### src/b2da_pkg.sv
// Package: shared constants, types and controller states for the decimal ASCII converter.
package b2da_pkg;

  // Number of decimal digits needed for the largest value of a given width
  function automatic int dec_digits(input int bits);
    longint unsigned v;
    int n;
    v = (longint'(1) << bits) - 1;
    n = 0;
    while (v != 0) begin
      v = v / 10;
      n = n + 1;
    end
    return n;
  endfunction

  localparam int VALUE_WIDTH = 16;
  localparam int DIGITS      = dec_digits(VALUE_WIDTH);
  localparam int BCD_W       = DIGITS * 4;
  localparam int CNT_W       = $clog2(VALUE_WIDTH);
  localparam int PTR_W       = $clog2(DIGITS);
  localparam int CHAR_W      = 6;

  localparam logic [CHAR_W-1:0] ASCII_ZERO = CHAR_W'(48);

  typedef enum logic [1:0] {
    ST_IDLE,
    ST_CONVERT,
    ST_FIND,
    ST_EMIT
  } state_t;

  // Controller to datapath
  typedef struct packed {
    logic load;   // capture input word, clear BCD
    logic shift;  // one shift-add-3 step
    logic find;   // latch leading digit position
    logic step;   // move to next lower digit
  } cmd_t;

  // Datapath to controller
  typedef struct packed {
    logic bits_done;  // current shift is the final one
    logic ptr_zero;   // pointing at least significant digit
  } status_t;

endpackage

### src/b2da_dpath.sv
// Datapath: shift-add-3 binary to BCD converter and digit readout pointer.
module b2da_dpath (
  input  logic                             clk,
  input  logic [b2da_pkg::VALUE_WIDTH-1:0] value,
  input  b2da_pkg::cmd_t                   cmd,
  output b2da_pkg::status_t                status,
  output logic [b2da_pkg::CHAR_W-1:0]      digit_char
);

  logic [b2da_pkg::VALUE_WIDTH-1:0] shreg;
  logic [b2da_pkg::BCD_W-1:0]       bcd;
  logic [b2da_pkg::BCD_W-1:0]       adj;
  logic [b2da_pkg::CNT_W-1:0]       cnt;
  logic [b2da_pkg::PTR_W-1:0]       ptr;
  logic [b2da_pkg::PTR_W-1:0]       lead;
  logic [3:0]                       cur;

  // Add 3 to every BCD digit of 5 or more before the shift
  always_comb begin
    for (int i = 0; i < b2da_pkg::DIGITS; i++) begin
      if (bcd[i*4 +: 4] >= 4'd5) begin
        adj[i*4 +: 4] = bcd[i*4 +: 4] + 4'd3;
      end else begin
        adj[i*4 +: 4] = bcd[i*4 +: 4];
      end
    end
  end

  // Highest nonzero digit; zero value leaves position 0
  always_comb begin
    lead = '0;
    for (int i = 0; i < b2da_pkg::DIGITS; i++) begin
      if (bcd[i*4 +: 4] != 4'd0) begin
        lead = b2da_pkg::PTR_W'(i);
      end
    end
  end

  // Conversion and readout registers
  always_ff @(posedge clk) begin
    if (cmd.load) begin
      shreg <= value;
      bcd   <= '0;
      cnt   <= b2da_pkg::CNT_W'(b2da_pkg::VALUE_WIDTH - 1);
    end else if (cmd.shift) begin
      {bcd, shreg} <= {adj[b2da_pkg::BCD_W-2:0], shreg, 1'b0};
      cnt          <= cnt - 1'b1;
    end
    if (cmd.find) begin
      ptr <= lead;
    end else if (cmd.step) begin
      ptr <= ptr - 1'b1;
    end
  end

  assign cur              = bcd[ptr*4 +: 4];
  assign digit_char       = b2da_pkg::ASCII_ZERO + {2'b00, cur};
  assign status.bits_done = (cnt == '0);
  assign status.ptr_zero  = (ptr == '0);

endmodule

### src/b2da_ctrl.sv
// Controller: sequences load, conversion, leading digit search and digit output.
module b2da_ctrl (
  input  logic                    clk,
  input  logic                    rst,
  input  logic                    in_valid,
  output logic                    in_ready,
  output logic                    out_valid,
  input  logic                    out_ready,
  input  b2da_pkg::status_t       status,
  output b2da_pkg::cmd_t          cmd
);

  b2da_pkg::state_t state, state_next;

  // State register
  always_ff @(posedge clk) begin
    if (rst) begin
      state <= b2da_pkg::ST_IDLE;
    end else begin
      state <= state_next;
    end
  end

  // Next state and commands
  always_comb begin
    state_next = state;
    cmd        = '0;
    in_ready   = 1'b0;
    out_valid  = 1'b0;
    case (state)
      b2da_pkg::ST_IDLE: begin
        in_ready = 1'b1;
        if (in_valid) begin
          cmd.load   = 1'b1;
          state_next = b2da_pkg::ST_CONVERT;
        end
      end
      b2da_pkg::ST_CONVERT: begin
        cmd.shift = 1'b1;
        if (status.bits_done) begin
          state_next = b2da_pkg::ST_FIND;
        end
      end
      b2da_pkg::ST_FIND: begin
        cmd.find   = 1'b1;
        state_next = b2da_pkg::ST_EMIT;
      end
      b2da_pkg::ST_EMIT: begin
        out_valid = 1'b1;
        if (out_ready) begin
          if (status.ptr_zero) begin
            state_next = b2da_pkg::ST_IDLE;
          end else begin
            cmd.step = 1'b1;
          end
        end
      end
      default: begin
        state_next = b2da_pkg::ST_IDLE;
      end
    endcase
  end

endmodule

### src/binary_to_decimal_ascii_core.sv
// Top level: unsigned binary word to ASCII decimal digits, most significant first.
//
//   channel | signals                          | direction
//   input   | in_valid, in_ready, value        | word in
//   output  | out_valid, out_ready, digit_char, | one digit word out,
//           | last_digit                       | last_digit on final one
//
// A word is loaded, run through VALUE_WIDTH shift-add-3 steps (16 at the
// default width), its leading digit is located, then its digits (1 to 5) go
// out one per cycle while out_ready is high. The single shift-add-3 unit does every step.
// in_ready is high only while idle. A stalled output holds its digit.
// Reset clears the controller only; zero is sent as a single '0'.
module binary_to_decimal_ascii_core (
  input  logic                             clk,
  input  logic                             rst,
  input  logic                             in_valid,
  output logic                             in_ready,
  input  logic [b2da_pkg::VALUE_WIDTH-1:0] value,
  output logic                             out_valid,
  input  logic                             out_ready,
  output logic [b2da_pkg::CHAR_W-1:0]      digit_char,
  output logic                             last_digit
);

  b2da_pkg::cmd_t    cmd;
  b2da_pkg::status_t status;

  b2da_ctrl u_ctrl (
    .clk       (clk),
    .rst       (rst),
    .in_valid  (in_valid),
    .in_ready  (in_ready),
    .out_valid (out_valid),
    .out_ready (out_ready),
    .status    (status),
    .cmd       (cmd)
  );

  b2da_dpath u_dpath (
    .clk        (clk),
    .value      (value),
    .cmd        (cmd),
    .status     (status),
    .digit_char (digit_char)
  );

  assign last_digit = status.ptr_zero;

endmodule

### config.mk
export PLATFORM = sky130hd
export DESIGN_NAME = binary_to_decimal_ascii_core
export DESIGN_NICKNAME = d
export VERILOG_FILES = /design/src/b2da_pkg.sv /design/src/b2da_dpath.sv /design/src/b2da_ctrl.sv /design/src/binary_to_decimal_ascii_core.sv
export SDC_FILE = /design/constraint.sdc
export NUM_CORES = 1
export LEC_CHECK = 0
export BUFFER_PORTS_ARGS = -buffer_cell sky130_fd_sc_hd__buf_2
export CAP_MARGIN = 15
export CORE_ASPECT_RATIO = 1.25
export CORE_MARGIN = 3
export CORE_UTILIZATION = 30
export DETAILED_ROUTE_END_ITERATION = 10
export PLACE_DENSITY_LB_ADDON = 0.3
export SLEW_MARGIN = 5
export SYNTH_ARGS = -nofsm -noshare
export SYNTH_HDL_FRONTEND = slang
export SYNTH_SLANG_ARGS = --single-unit
### constraint.sdc
create_clock -name clk -period 2 [get_ports clk]
set_input_delay 0.3 -clock clk [delete_from_list [all_inputs] [get_ports clk]]
set_output_delay 0.3 -clock clk [all_outputs]
set_load 0.01 [all_outputs]
Word-level counts from Yosys, hierarchy flattened:

Index checks and enable logic that the tools add are counted.

* word-level logic and storage cells: 63
* output and inout port bits: 9
* input port bits: 20
* bits in registers: 45

* shifts and indexed selects: 1
* $lt $le $gt $ge: 5
* eq/ne operators: 7
* multiplexer cells: 27
* reduce and logical (&&, ||, !) cells: 10
* add/sub/neg operators: 8

Operators with widths (number)
* $mux W16: 2
* $ge A4 B3 Y1 const B: 5
* $shiftx A20 B6 Y4: 1
* $add A4 B2 Y4 const B: 4
* $mux W4: 4
* $reduce_bool A4 Y1: 4
* $mux W2: 6
* $mux W3: 4
* $mux W1: 10
* $ne A2 B2 Y1 const B: 4
* $pmux W2 S4: 1
* $add A5 B5 Y6 const A: 1
* $eq A2 B2 Y1 const B: 2
* $logic_not A4 Y1: 1
* $reduce_and A4 Y1: 1
* $reduce_bool A2 Y1: 2
* $sub A4 B1 Y4 const B: 1
* $add A3 B2 Y3 const B: 1
* $logic_not A3 Y1: 1
* $sub A3 B1 Y3 const B: 1
* $eq A2 B1 Y1 const B: 1
* $logic_not A2 Y1: 1

Longest topological paths before layout:

* depth in word-level cells: 6
* gate-level depth with buffers: 7
* mapped depth without buffers: 5

Modules after synthesis:

From an unflattened synthesis, not the netlist that was laid out.

* cell total of the unflattened synthesis: 271
* area total of the unflattened synthesis: 2651.3 sq um

Modules (own cells, without submodules)
* b2da_dpath: cells each 250, times used 1, sequential area each 1051.0 sq um, area each 2471.1 sq um
* b2da_ctrl: cells each 21, times used 1, sequential area each 40.0 sq um, area each 180.2 sq um

Worst setup path before layout:

No wires, ideal clock.

* path type: reg2reg
* start: register u_ctrl.state[0]
* end: register u_dpath.shreg[0] (netlist name) (enable)
* cell stages (with the launch flop): 7
* buffers on the path: 2
* required time: 1.638 ns
* data arrival time: 1.507 ns
* library setup time: 0.362 ns
* setup slack: 0.131 ns
* clock period less this slack: 1.869 ns
* cell sequence: dfxtp_1 > inv_1 > ha_1 > nand2_1 > buf_2 > buf_2 > nand2_1

* longest elaborated chain between the ends: 3
* elaborated cells on any way between the ends: 5
* those cells by class: 1 x eq/ne; 2 x mux; 2 x reduce/logical

RTL lines
* start, declared: RTL line b2da_ctrl.sv:13 `b2da_pkg::state_t state, state_next;`
* start signal, assigned: RTL line b2da_ctrl.sv:18 `state <= b2da_pkg::ST_IDLE;`
* start signal, assigned: RTL line b2da_ctrl.sv:20 `state <= state_next;`
* $eq A2 B1 Y1 / $logic_not A2 Y1 (equally long branches): RTL line b2da_ctrl.sv:30 `case (state)`
* $mux W1: RTL line b2da_ctrl.sv:30
* $reduce_bool A2 Y1 (no source line) (*)
* end signal, assigned: RTL line b2da_dpath.sv:42 `shreg <= value;`
* end signal, assigned: RTL line b2da_dpath.sv:46 `{bcd, shreg} <= {adj[b2da_pkg::BCD_W-2:0], shreg, 1'b0};`
* end, declared: RTL line b2da_dpath.sv:10 `logic [b2da_pkg::VALUE_WIDTH-1:0] shreg;`

Every way passes the cells marked *; elsewhere a longest branch is shown, timed or not.
A chain may end at the register's enable or synchronous reset.

Worst setup path in the final report:

* start: register u_dpath.ptr[0] (netlist name)
* end: output port digit_char[0] (netlist name)

* longest elaborated chain between the ends: 2

RTL lines
* start, declared: RTL line b2da_dpath.sv:14 `logic [b2da_pkg::PTR_W-1:0] ptr;`
* start signal, assigned: RTL line b2da_dpath.sv:50 `ptr <= lead;`
* start signal, assigned: RTL line b2da_dpath.sv:52 `ptr <= ptr - 1'b1;`
* $shiftx A20 B6 Y4: RTL line b2da_dpath.sv:56 `assign cur = bcd[ptr*4 +: 4];`
* $add A5 B5 Y6: RTL line b2da_dpath.sv:57 `assign digit_char = b2da_pkg::ASCII_ZERO + {2'b00, cur};`
* end, declared: RTL line binary_to_decimal_ascii_core.sv:21 `output logic [b2da_pkg::CHAR_W-1:0] digit_char,`

Every way passes these cells.

==> impl_metrics.json <==
{
  "status": "complete, no violations",
  "multi_input_area_um2": 1410,
  "fin_crit_ns": 1.90,
  "drive_above_1_share": 0.149,
  "drcViolationCount": 0,
  "ios": 29,
  "worst_slack_ns": 0.101,
  "yosysWarnings": 0,
  "critPathMaxStageDelay_ns": 0.55,
  "skew_ns": 0.00929,
  "synth-seq-area-share": 0.409,
  "end_kind": "primary output",
  "avgSynthCellArea_um2": 8.78,
  "slew-limit-headroom": 0.672,
  "vias_per_cell": 4.93,
  "core_area_um2": 8430,
  "reg2regPathDepth": 6,
  "r2r-start": "u_ctrl.state[0]",
  "fp.dieW_um": 90.4,
  "yosysTopAreaCellShare": 0.214,
  "post-route-util": 0.364,
  "cp-start-kind": "flop",
  "grt_antenna_before_repair": 0,
  "worstPathRequired_ns": 1.70,
  "floorplan.rows": 37,
  "hold_end": "u_dpath.shreg[1]",
  "yosys-top-cells-area": "edfxtp_1 (21%), dfxtp_1 (20%), nand2_1 (8.9%)",
  "nets": 365,
  "ys_types": 39,
  "die_area_um2": 10100,
  "path_max_fanout": 7,
  "rsz0062_at_grt": "false",
  "drtPass1Iterations": 4,
  "synth_top_area_cell": "edfxtp_1",
  "drv_slew": 0,
  "clock_latency_ns": 0.30,
  "min_path_cells": 3,
  "power_density_nw_per_um2": 1340,
  "worst_pin_slew_ns": 0.479,
  "finalSetupViolations": 0,
  "htree_levels": 2,
  "clk_path_buf_depth": 2,
  "path_class": "reg2out",
  "r2r_end": "u_dpath.bcd[6]",
  "worstHoldStart": "value[1]",
  "syn_inst": 304,
  "r2r_slack_ns": 0.24,
  "peakVddDrop_mv": 0.622,
  "wirelength_mm": 6.03,
  "syn_to_final_growth_pct": 14.9,
  "fillers": 883,
  "max_freq_ghz": 0.527,
  "grt_start_max_net_pins": 33,
  "clock-sinks": 45,
  "grt_pass1_vias": 2086,
  "cts.clk_slew.worst_paths_ns": 0.09,
  "crit_slowest_cell": "edfxtp_1",
  "drv_cap": 0,
  "grt_overflow": 0,
  "p_leak_nw": 1.35,
  "wl_per_cell_um": 13.5,
  "regArea_um2": 1090,
  "antenna_cells": 0,
  "dpl.hpwl_mm": 4.26,
  "cts_tree": "done",
  "fin_setup_tns_ns": 0,
  "place_ws_ns": 0.276,
  "synth-seq-cells": 45,
  "fp.dieH_um": 111,
  "hold_viol": 0,
  "post-route-period-util": 0.950,
  "globalplace.congestion": 0.791,
  "initial_core_util": 0.317,
  "min_path_type": "in2reg",
  "drtIter0Drc": 143,
  "synth_area_um2": 2670,
  "drtAntennaViolNets": 0,
  "grt_pass1_wl_mm": 10.1,
  "io_buffers": 26,
  "track_usage": 0.122,
  "num_vias": 2196,
  "power_mw": 4.10,
  "cts_made_buffers": 5,
  "worstPathCellList": "buf_4 -> mux2i_1 -> o22ai_1 -> buf_2",
  "ctsRootBufferMaster": "clkbuf_8",
  "cp_data_arrival_time_ns": 1.60
}
==> registers in the layout, indices dropped and copies added (netlist names) <==
| signal | count |
|---|---|
| u_dpath.bcd | 20 |
| u_dpath.shreg | 16 |
| u_dpath.cnt | 4 |
| u_dpath.ptr | 3 |
| u_ctrl.state | 2 |
==> cell usage after synthesis <==
library cell / n
a211o_1: 5
nor4b_1: 1
buf_2: 14
and2_1: 1
or3b_1: 2
nor2b_1: 3
o21bai_1: 2
nand3_1: 9
and3_1: 7
nor3_1: 5
or3b_2: 1
nand3b_1: 1
mux2i_1: 11
inv_1: 16
o311ai_1: 1
a2bb2oi_1: 4
edfxtp_1: 19
nand2_1: 63
a21o_1: 5
conb_1: 1
a211oi_1: 5
buf_4: 2
a221oi_2: 1
o21ai_0: 18
nor2_1: 7
a2111oi_0: 10
o31ai_1: 4
o21a_1: 1
ha_1: 18
a31oi_1: 1
xor2_1: 5
nand2b_1: 10
inv_2: 1
a21oi_1: 11
clkbuf_1: 6
nor3b_1: 1
xnor2_1: 1
o22ai_1: 5
dfxtp_1: 26
==> per-layer routing <==
metal	GRT usage	wire length (um)	vias up
met5	0	0	-
met4	0.0449	72	0
met2	0.210	2980	60
met1	0.152	2700	1020
met3	0.0203	269	4
li1	-	-	1112
==> power breakdown <==
group | internal [mW] | switching, mW | leakage, nW
Clock | 0.374 | 0.334 | 0.0543
Sequential | 1.40 | 0.303 | 0.399
Combinational | 0.707 | 0.983 | 0.893
Total | 2.48 | 1.62 | 1.35
==> logic make-up after synthesis <==
| logic type | synth area share |
|---|---|
| AO/OA/AOI/OAI | 0.188 |
| multiplexers | 0.0413 |
| adder cells (fa/ha/maj) | 0.0844 |
| XOR/XNOR | 0.0197 |
| flip-flops | 0.409 |
| other | 0.00141 |
| buffers and inverters | 0.0642 |
| AND/OR/NAND/NOR | 0.193 |
==> final cells by class <==
cell class | instances | area share
clock buffer | 5 | 0.0224
clock inverter | 3 | 0.0151
inverter | 17 | 0.0208
multi-input combinational | 221 | 0.461
sequential | 45 | 0.356
tap | 117 | 0.0477
timing repair buffer | 37 | 0.0775
==> worst max path at each step <==
stage | from | to | slack [ns] | cells past startpoint
after floorplan | u_ctrl.state[0] | u_dpath.shreg[0] | 0.13 | 6
after global placement | u_ctrl.state[0] | u_dpath.bcd[12] | 0.33 | 6
after detailed placement | u_ctrl.state[0] | u_dpath.bcd[6] | 0.28 | 6
after CTS | u_dpath.ptr[0] | digit_char[0] | 0.07 | 4
after global routing | u_dpath.ptr[0] | digit_char[0] | 0.006 | 4
final | u_dpath.ptr[0] | digit_char[0] | 0.10 | 4
==> worst max-delay path: cells and delay by family (launching register included) <==
family,cells,cell delay [ns]
muxes,1,0.12
DFF,1,0.55
AOI/OAI and AO/OA,1,0.22
buffers and inverters,2,0.41
==> through the flow <==
step / cells / hold slack [ns] / cell area [um2]
after floorplan: 305 / 0.453 / 2670
after global routing: 445 / 0.246 / 3070
final: 445 / 0.252 / 3070
after detailed placement: 434 / 0.480 / 2930
after CTS: 442 / 0.236 / 3040
after global placement: 434 / 0.470 / 2930
==> repair_timing <==
action                     CTS  global route
setup endpoints to repair    0             3
gates resized for setup      0             1
setup buffers                0             3
hold buffers                 0             0
==> cell usage in the layout, fill, tap and decap left out, drive strengths merged, types with 7 or more instances in the layout <==
cell	count
nand2	63
buf	37
dfxtp	26
edfxtp	19
o21ai	18
ha	18
inv	17
mux2i	11
a21oi	11
nand2b	10
a2111oi	10
nand3	9
nor2	7
and3	7
No activity file was read; power rests on OpenSTA's default activity.
